===== config.mk =====
export PLATFORM = sky130hd
export DESIGN_NAME = unique_id_fifo_queue
export DESIGN_NICKNAME = d
export VERILOG_FILES = /design/src/hw/rtl/uidq_pkg.sv /design/src/hw/rtl/uidq_ram.sv /design/src/hw/rtl/uidq_engine.sv /design/src/hw/rtl/unique_id_fifo_queue.sv
export SDC_FILE = /design/constraint.sdc
export NUM_CORES = 1
export LEC_CHECK = 0
export ABC_AREA = 1
export BUFFER_PORTS_ARGS = -buffer_cell sky130_fd_sc_hd__clkbuf_2
export CORE_MARGIN = 8
export CORE_UTILIZATION = 48
export CTS_BUF_LIST = sky130_fd_sc_hd__clkbuf_8 sky130_fd_sc_hd__clkbuf_16
export DETAILED_ROUTE_END_ITERATION = 8
export PLACE_DENSITY_LB_ADDON = 0.2
export SLEW_MARGIN = 20
export SYNTH_ARGS = -nofsm -noshare
export SYNTH_HDL_FRONTEND = slang
export SYNTH_SLANG_ARGS = --single-unit

===== constraint.sdc =====
create_clock -name clock -period 4.3 [get_ports clock]
set_input_delay 0.645 -clock clock [delete_from_list [all_inputs] [get_ports clock]]
set_output_delay 0.645 -clock clock [all_outputs]
set_load 0.01 [all_outputs]

===== src/hw/rtl/uidq_pkg.sv =====
`timescale 1ns / 1ps
// ----------------------------------------------------------------------------
// uidq_pkg
// Shared sizes, command and status codes and the result record of the
// unique id fifo queue.
// ----------------------------------------------------------------------------
package uidq_pkg;

   // store size and derived widths
   localparam int QUEUE_DEPTH = 16;
   localparam int IDX_W       = $clog2(QUEUE_DEPTH);
   localparam int CNT_W       = $clog2(QUEUE_DEPTH + 1);

   // fixed field widths
   localparam int CMD_W    = 2;
   localparam int ID_W     = 16;
   localparam int STATUS_W = 3;
   localparam int POS_W    = 4;
   localparam int COUNT_W  = 5;

   // commands
   localparam logic [CMD_W-1:0] CMD_APPEND = 2'd0;
   localparam logic [CMD_W-1:0] CMD_REMOVE = 2'd1;
   localparam logic [CMD_W-1:0] CMD_POP    = 2'd2;
   localparam logic [CMD_W-1:0] CMD_QUERY  = 2'd3;

   // status codes
   localparam logic [STATUS_W-1:0] STAT_OK        = 3'd0;
   localparam logic [STATUS_W-1:0] STAT_DUP       = 3'd1;
   localparam logic [STATUS_W-1:0] STAT_FULL      = 3'd2;
   localparam logic [STATUS_W-1:0] STAT_NOT_FOUND = 3'd3;
   localparam logic [STATUS_W-1:0] STAT_EMPTY     = 3'd4;

   // one result record
   typedef struct packed {
      logic [COUNT_W-1:0]  entry_count;
      logic [ID_W-1:0]     head_id;
      logic [POS_W-1:0]    position;
      logic [STATUS_W-1:0] status;
   } result_type;

endpackage


===== src/hw/rtl/uidq_ram.sv =====
`timescale 1ns / 1ps
// ----------------------------------------------------------------------------
// uidq_ram
// Generic single write port, single read port ram with registered read.
// ----------------------------------------------------------------------------
module uidq_ram #(
   parameter int WIDTH = 16,
   parameter int DEPTH = 16
) (
   input  logic                     clock,
   input  logic                     wr_en,
   input  logic [$clog2(DEPTH)-1:0] wr_addr,
   input  logic [WIDTH-1:0]         wr_data,
   input  logic [$clog2(DEPTH)-1:0] rd_addr,
   output logic [WIDTH-1:0]         rd_data
);

   logic [WIDTH-1:0] mem_ff [DEPTH];
   logic [WIDTH-1:0] rd_data_ff;

   // write port and registered read
   always_ff @(posedge clock) begin
      if (wr_en) begin
         mem_ff[wr_addr] <= wr_data;
      end
      rd_data_ff <= mem_ff[rd_addr];
   end

   assign rd_data = rd_data_ff;

endmodule


===== src/hw/rtl/uidq_engine.sv =====
`timescale 1ns / 1ps
// ----------------------------------------------------------------------------
// uidq_engine
// Command sequencer: scans the id store one entry a cycle through a single
// comparator, appends at the tail, and closes gaps by copying entries down.
// ----------------------------------------------------------------------------
module uidq_engine (
   input  logic                         clock,
   input  logic                         reset,
   input  logic                         start,
   input  logic [uidq_pkg::CMD_W-1:0]   cmd,
   input  logic [uidq_pkg::ID_W-1:0]    id,
   output logic                         idle,
   input  logic                         slot_free,
   output logic                         done,
   output uidq_pkg::result_type         result
);

   localparam logic [1:0] S_IDLE  = 2'd0;
   localparam logic [1:0] S_SCAN  = 2'd1;
   localparam logic [1:0] S_SHIFT = 2'd2;
   localparam logic [1:0] S_DONE  = 2'd3;

   logic [1:0]                       state_ff, state_in;
   logic [uidq_pkg::CMD_W-1:0]       cmd_ff, cmd_in;
   logic [uidq_pkg::ID_W-1:0]        id_ff, id_in;
   logic [uidq_pkg::CNT_W-1:0]       len_ff, len_in;
   logic [uidq_pkg::CNT_W-1:0]       scan_ff, scan_in;
   logic                             cmp_vld_ff, cmp_vld_in;
   logic [uidq_pkg::IDX_W-1:0]       cmp_idx_ff, cmp_idx_in;
   logic                             pend_ff, pend_in;
   logic                             pend_head_ff, pend_head_in;
   logic [uidq_pkg::IDX_W-1:0]       wr_idx_ff, wr_idx_in;
   logic [uidq_pkg::STATUS_W-1:0]    status_ff, status_in;
   logic [uidq_pkg::IDX_W-1:0]       pos_ff, pos_in;
   logic [uidq_pkg::ID_W-1:0]        head_ff, head_in;

   logic                             ram_we;
   logic [uidq_pkg::IDX_W-1:0]       ram_waddr;
   logic [uidq_pkg::ID_W-1:0]        ram_wdata;
   logic [uidq_pkg::IDX_W-1:0]       ram_raddr;
   logic [uidq_pkg::ID_W-1:0]        ram_rdata;
   logic                             match;

   uidq_ram #(
      .WIDTH (uidq_pkg::ID_W),
      .DEPTH (uidq_pkg::QUEUE_DEPTH)
   ) u_store (
      .clock   (clock),
      .wr_en   (ram_we),
      .wr_addr (ram_waddr),
      .wr_data (ram_wdata),
      .rd_addr (ram_raddr),
      .rd_data (ram_rdata)
   );

   // the read address always follows the scan / copy pointer
   assign ram_raddr = scan_ff[uidq_pkg::IDX_W-1:0];
   // shared comparator against the entry read last cycle
   assign match     = cmp_vld_ff && (ram_rdata == id_ff);

   // sequencer
   always_comb begin
      state_in     = state_ff;
      cmd_in       = cmd_ff;
      id_in        = id_ff;
      len_in       = len_ff;
      scan_in      = scan_ff;
      cmp_vld_in   = cmp_vld_ff;
      cmp_idx_in   = cmp_idx_ff;
      pend_in      = pend_ff;
      pend_head_in = pend_head_ff;
      wr_idx_in    = wr_idx_ff;
      status_in    = status_ff;
      pos_in       = pos_ff;
      head_in      = head_ff;
      ram_we       = 1'b0;
      ram_waddr    = wr_idx_ff;
      ram_wdata    = ram_rdata;
      case (state_ff)
         S_IDLE: begin
            if (start) begin
               cmd_in     = cmd;
               id_in      = id;
               status_in  = uidq_pkg::STAT_OK;
               pos_in     = '0;
               head_in    = '0;
               scan_in    = '0;
               cmp_vld_in = 1'b0;
               pend_in    = 1'b0;
               if (cmd == uidq_pkg::CMD_POP) begin
                  if (len_ff == '0) begin
                     status_in = uidq_pkg::STAT_EMPTY;
                     state_in  = S_DONE;
                  end else begin
                     state_in = S_SHIFT;
                  end
               end else begin
                  state_in = S_SCAN;
               end
            end
         end
         S_SCAN: begin
            if (match) begin
               case (cmd_ff)
                  uidq_pkg::CMD_APPEND: begin
                     status_in = uidq_pkg::STAT_DUP;
                     state_in  = S_DONE;
                  end
                  uidq_pkg::CMD_REMOVE: begin
                     pos_in   = cmp_idx_ff;
                     scan_in  = uidq_pkg::CNT_W'(cmp_idx_ff) + 1'b1;
                     pend_in  = 1'b0;
                     state_in = S_SHIFT;
                  end
                  default: begin
                     pos_in   = cmp_idx_ff;
                     state_in = S_DONE;
                  end
               endcase
            end else if (scan_ff == len_ff) begin
               // every queued entry compared, no hit
               state_in = S_DONE;
               if (cmd_ff == uidq_pkg::CMD_APPEND) begin
                  if (len_ff >= uidq_pkg::CNT_W'(uidq_pkg::QUEUE_DEPTH)) begin
                     status_in = uidq_pkg::STAT_FULL;
                  end else begin
                     ram_we    = 1'b1;
                     ram_waddr = len_ff[uidq_pkg::IDX_W-1:0];
                     ram_wdata = id_ff;
                     len_in    = len_ff + 1'b1;
                  end
               end else begin
                  status_in = uidq_pkg::STAT_NOT_FOUND;
               end
            end else begin
               scan_in    = scan_ff + 1'b1;
               cmp_vld_in = 1'b1;
               cmp_idx_in = scan_ff[uidq_pkg::IDX_W-1:0];
            end
         end
         S_SHIFT: begin
            // land the beat read last cycle: head capture or copy down
            if (pend_ff) begin
               if (pend_head_ff) begin
                  head_in = ram_rdata;
               end else begin
                  ram_we = 1'b1;
               end
            end
            if (scan_ff < len_ff) begin
               pend_in      = 1'b1;
               pend_head_in = (scan_ff == '0);
               wr_idx_in    = uidq_pkg::IDX_W'(scan_ff - 1'b1);
               scan_in      = scan_ff + 1'b1;
            end else begin
               pend_in  = 1'b0;
               len_in   = len_ff - 1'b1;
               state_in = S_DONE;
            end
         end
         S_DONE: begin
            if (slot_free) begin
               state_in = S_IDLE;
            end
         end
         default: begin
            state_in = S_IDLE;
         end
      endcase
   end

   // control registers
   always_ff @(posedge clock) begin
      if (reset) begin
         state_ff   <= S_IDLE;
         len_ff     <= '0;
         cmp_vld_ff <= 1'b0;
         pend_ff    <= 1'b0;
      end else begin
         state_ff   <= state_in;
         len_ff     <= len_in;
         cmp_vld_ff <= cmp_vld_in;
         pend_ff    <= pend_in;
      end
   end

   // payload registers
   always_ff @(posedge clock) begin
      cmd_ff       <= cmd_in;
      id_ff        <= id_in;
      scan_ff      <= scan_in;
      cmp_idx_ff   <= cmp_idx_in;
      pend_head_ff <= pend_head_in;
      wr_idx_ff    <= wr_idx_in;
      status_ff    <= status_in;
      pos_ff       <= pos_in;
      head_ff      <= head_in;
   end

   assign idle = (state_ff == S_IDLE);
   assign done = (state_ff == S_DONE);

   always_comb begin
      result.status      = status_ff;
      result.position    = uidq_pkg::POS_W'(pos_ff);
      result.head_id     = head_ff;
      result.entry_count = uidq_pkg::COUNT_W'(len_ff);
   end

   // store writes only happen while scanning or copying
   assert property (@(posedge clock) disable iff (reset)
      ram_we |-> (state_ff == S_SCAN || state_ff == S_SHIFT))
      else $error("store written outside scan or copy");

   // count never passes the store size
   assert property (@(posedge clock) disable iff (reset)
      len_ff <= uidq_pkg::CNT_W'(uidq_pkg::QUEUE_DEPTH))
      else $error("entry count above store size");

   // count changes only on the way into the result state
   assert property (@(posedge clock) disable iff (reset)
      (len_ff != $past(len_ff)) |-> (state_ff == S_DONE && $past(state_ff) != S_DONE))
      else $error("entry count changed outside command completion");

   // a finished result waits until the output slot takes it
   assert property (@(posedge clock) disable iff (reset)
      (done && !slot_free) |=> (done && $stable(result)))
      else $error("result dropped or changed while waiting");

endmodule


===== src/hw/rtl/unique_id_fifo_queue.sv =====
`timescale 1ns / 1ps
// ----------------------------------------------------------------------------
// unique_id_fifo_queue
// Ordered queue of unique 16-bit ids with append, remove by id, pop and
// position query; one result beat for every command beat.
// ----------------------------------------------------------------------------
//  channel | dir | tdata fields (low bit first)
//  req     | in  | command[1:0], plane_id[17:2]
//  rsp     | out | status[2:0], position[6:3], head_id[22:7], entry_count[27:23]
//
//  A command holds the sequencer from the accept state through a search of
//  one entry a cycle through the single comparator, behind the registered
//  store read, up to the hit or the tail; then a remove copies down the
//  entries behind the hit, a pop walks the whole queue without a search,
//  and finally the sequencer holds the result in its result state.
//  req_tready is high only while the sequencer is idle.
//  The result sits in an output register, so the next command is taken while
//  a result waits for rsp_tready; a second result waits in the sequencer.
//  Reset clears the count, the sequencer and the output valid.
// ----------------------------------------------------------------------------
module unique_id_fifo_queue (
   input  logic        clock,
   input  logic        reset,
   input  logic        req_tvalid,
   output logic        req_tready,
   input  logic [23:0] req_tdata,   // command[1:0], plane_id[17:2], zero
   output logic        rsp_tvalid,
   input  logic        rsp_tready,
   output logic [31:0] rsp_tdata    // status, position, head_id, entry_count, zero
);

   logic                          idle;
   logic                          done;
   logic                          slot_free;
   logic                          start;
   uidq_pkg::result_type          result;
   logic                          rsp_valid_ff, rsp_valid_in;
   uidq_pkg::result_type          rsp_data_ff, rsp_data_in;

   // input beat accept
   assign req_tready = idle;
   assign start      = req_tvalid && idle;

   uidq_engine u_engine (
      .clock     (clock),
      .reset     (reset),
      .start     (start),
      .cmd       (req_tdata[1:0]),
      .id        (req_tdata[17:2]),
      .idle      (idle),
      .slot_free (slot_free),
      .done      (done),
      .result    (result)
   );

   // output register
   assign slot_free = !rsp_valid_ff || rsp_tready;

   always_comb begin
      rsp_valid_in = rsp_valid_ff && !rsp_tready;
      rsp_data_in  = rsp_data_ff;
      if (done && slot_free) begin
         rsp_valid_in = 1'b1;
         rsp_data_in  = result;
      end
   end

   always_ff @(posedge clock) begin
      if (reset) begin
         rsp_valid_ff <= 1'b0;
      end else begin
         rsp_valid_ff <= rsp_valid_in;
      end
   end

   always_ff @(posedge clock) begin
      rsp_data_ff <= rsp_data_in;
   end

   assign rsp_tvalid = rsp_valid_ff;
   assign rsp_tdata  = {4'b0000, rsp_data_ff};

endmodule


==> run metrics <==
status finished clean; hold endpoint u_engine.id_ff[14]; Worst path max stage delay 0.53 ns; Fmax 293.0 MHz; Root Driver clkbuf_16; Die Height 192.4 microns; Critical Path RT 4.49 ns; Final period util 79.38%; cell count after synthesis 1238; Syn Area/Cell 12.07 sq um; RSZ-0062 raised after global routing false; number of placed I/O pins 62; antenna fix cells 0; maxcap violations 0; Synth Cell Area 0.01494 sq mm; layout net count 1360; Final Util 55.59%; VDD IR max 445.8 uV; worst slew pin tran 0.9101 ns; R2R Path Start u_engine.len_ff[4]; H-tree Lvls 2; CTS hold repair buffers 0; GR Util All Layers 18.61%; most frequent cells in the layout 339 x edfxtp_1, 177 x nand2_1, 174 x nor2_1, 147 x o21ai_0, 89 x inv_1; clock sinks 365; initial antenna violation count 0; Slew headroom 39.33%; CTS Buffer Depth 3; TritonCTS clock tree yes; TritonCTS Buffers 37; Clk pin slew, worst setup/hold paths 0.06 ns; insertion delay to the later sink of the worst-skew pair 0.51 ns; endpoints failing setup 0; drt wl/cell 19.79 microns; Finished Layout Cells 1739; commonest register cell after synthesis edfxtp_1; largest net degree at the start of global routing 92; setup tns final 0 ns; slack of the worst reg-to-reg path 0.89 ns; Initial DRC Count 855; distinct cell type count after synthesis 39; setup ws final 0.8868 ns; Worst EP arrival 3.60 ns; dominant cell type by area after synthesis edfxtp_1; cell count after placement 1672; Area contributors post-synth edfxtp_1 68%, o21ai_0 4.9%, nor2_1 4.8%; DPL Wire Length 20.64 mm; minimum clock period 3.413 ns; Cell Chain, Critical Path inv_1 > ha_1 > nand2_1 > nor2_2 > nand2_1 > nor2_4 > nand3_4 > a21oi_2 > nand3_2 > nor2_2 > buf_4; WHS Path Cells 1; P_leak 6.312 nW; commonest non-fill, non-tap cell in the layout edfxtp_1; Worst R2R Path Depth 11; Residual DRC 0; Async SR Flop Fraction 0%; DR pass1 iterations 5; Worst Hold Class input port to flop; first-pass GRT wire length 52.72 mm; final hold vios 0; number of flops mapped to enable cells by yosys 339; initial core utilization 48.83%; Yosys reg bits 365; kind of critical path flop to flop; routed vias 9496; worst min-delay path startpoint req_tdata[16]; ANT nets after route 0; sequential area share after synthesis 71.64%; IO Port Bufs 51; Max Slew Vio Count 0; post-CTS resize count 0; worst clock skew 0.01726 ns; cell at the slowest stage of the critical path dfxtp_1; Power Density 677.4 mW/mm^2; Die Area 0.03702 sq mm; Die X-Extent 192.4 microns; yosys synthesis warning count 0; postcts setup bufs 0; post-synth top area share 68.15%; Overall Power 11.52 mW; total gr overflow 0; type of origin of the critical path flop; number of global-route vias before repair 9224; layout cells sized above 1 14.59%; Worst Path Max Fanout 42; Post-Place Worst Slack 0.9747 ns; RD Place Congestion 0.8368; std cell rows 64; Via density 5.461; drt total wl 34.42 mm; Core ar. 0.03059 sq mm; reg-to-reg endpoint u_engine.u_store.mem_ff[9][1]; area grow syn2layout 13.84%; CP Capture Type flop; layout filler cell count 2526
[Yosys cell counts (all sizes together) (12+ instances only)]
| library cell | number |
|---|---|
| inv | 85 |
| nand3 | 43 |
| o21ai | 151 |
| nor2 | 195 |
| ha | 16 |
| edfxtp | 339 |
| nand2 | 183 |
| o22ai | 45 |
| o211ai | 12 |
| dfxtp | 26 |
| buf | 20 |
| a21oi | 18 |
| o221ai | 20 |
| clkbuf | 42 |
[stage by stage]
step / hold slack [ns] / cell area, sq um
global route: 0.3001 / 17000
floorplan: 0.4003 / 14950
finish: 0.3173 / 17000
detailed placement: 0.4045 / 15820
global placement: 0.4008 / 15820
CTS: 0.3005 / 17000
[worst max path at each step]
stage | from | endpoint | slack (ns) | cells after the start
floorplan | u_engine.state_ff[0] | u_engine.head_ff[0] | 0.07 | 5
global placement | u_engine.len_ff[4] | u_engine.u_store.mem_ff[9][6] | 1.02 | 11
detailed placement | u_engine.len_ff[4] | u_engine.u_store.mem_ff[9][6] | 0.97 | 11
CTS | u_engine.len_ff[4] | u_engine.u_store.mem_ff[9][3] | 0.97 | 11
global route | u_engine.len_ff[4] | u_engine.u_store.mem_ff[9][3] | 0.65 | 13
finish | u_engine.len_ff[4] | u_engine.u_store.mem_ff[9][1] | 0.89 | 11
[logic make-up after synthesis]
logic type               after synthesis  synth area share (%)
AO/OA/AOI/OAI                        252                 9.683
XOR/XNOR                              16                0.9382
adder cells (fa/ha/maj)               17                 1.474
buffers and inverters                147                 3.987
flip-flops                           365                 71.64
other                                  1               0.02511
AND/OR/NAND/NOR                      440                 12.26
[flip-flops by register name (all words and copies together) (netlist names), 2 cells and up]
register / count
u_engine.status_ff: 3
u_engine.cmd_ff: 2
u_engine.pos_ff: 4
u_engine.u_store.rd_data: 16
u_engine.u_store.mem_ff: 256
u_engine.id_ff: 16
u_engine.scan_ff: 5
u_engine.len_ff: 5
rsp_tdata: 28
u_engine.wr_idx_ff: 4
u_engine.head_ff: 16
u_engine.state_ff: 2
u_engine.cmp_idx_ff: 4
[layout make-up]
cell class | count | area [sq um] | share of cell area, %
sequential | 365 | 10700 | 62.93
clock buffer | 41 | 980.9 | 5.769
tap | 396 | 495.5 | 2.914
inverter | 85 | 320.3 | 1.884
multi-input combinational | 729 | 3702 | 21.77
clock inverter | 26 | 203.9 | 1.199
timing repair buffer | 97 | 600.6 | 3.532
[where the power goes]
group / internal [mW] / total, mW / switching, mW
Clock: 1.82 / 3.10 / 1.28
Sequential: 4.77 / 5.05 / 0.286
Combinational: 0.982 / 3.36 / 2.38
[critical path: cells and delay by family, from the launching register on]
| kind | cells | cell delay (ns) |
|---|---|---|
| AOI/OAI and AO/OA | 1 | 0.43 |
| buffers and inverters | 2 | 0.42 |
| and+or+nand+nor | 7 | 1.38 |
| adders and majority gates | 1 | 0.31 |
| DFF | 1 | 0.53 |
[routing by layer]
| layer | share of wire [%] | vias to the layer above | routed length, microns | track usage (%) |
|---|---|---|---|---|
| met5 | 0 | - | 0 | 0 |
| met4 | 2.6 | 0 | 888 | 5.376 |
| met3 | 6.6 | 67 | 2283 | 2.963 |
| met2 | 46 | 284 | 15990 | 30.28 |
| met1 | 44 | 4603 | 15260 | 25.57 |
| li1 | - | 4542 | - | - |
No activity file was read; power rests on OpenSTA's default activity.
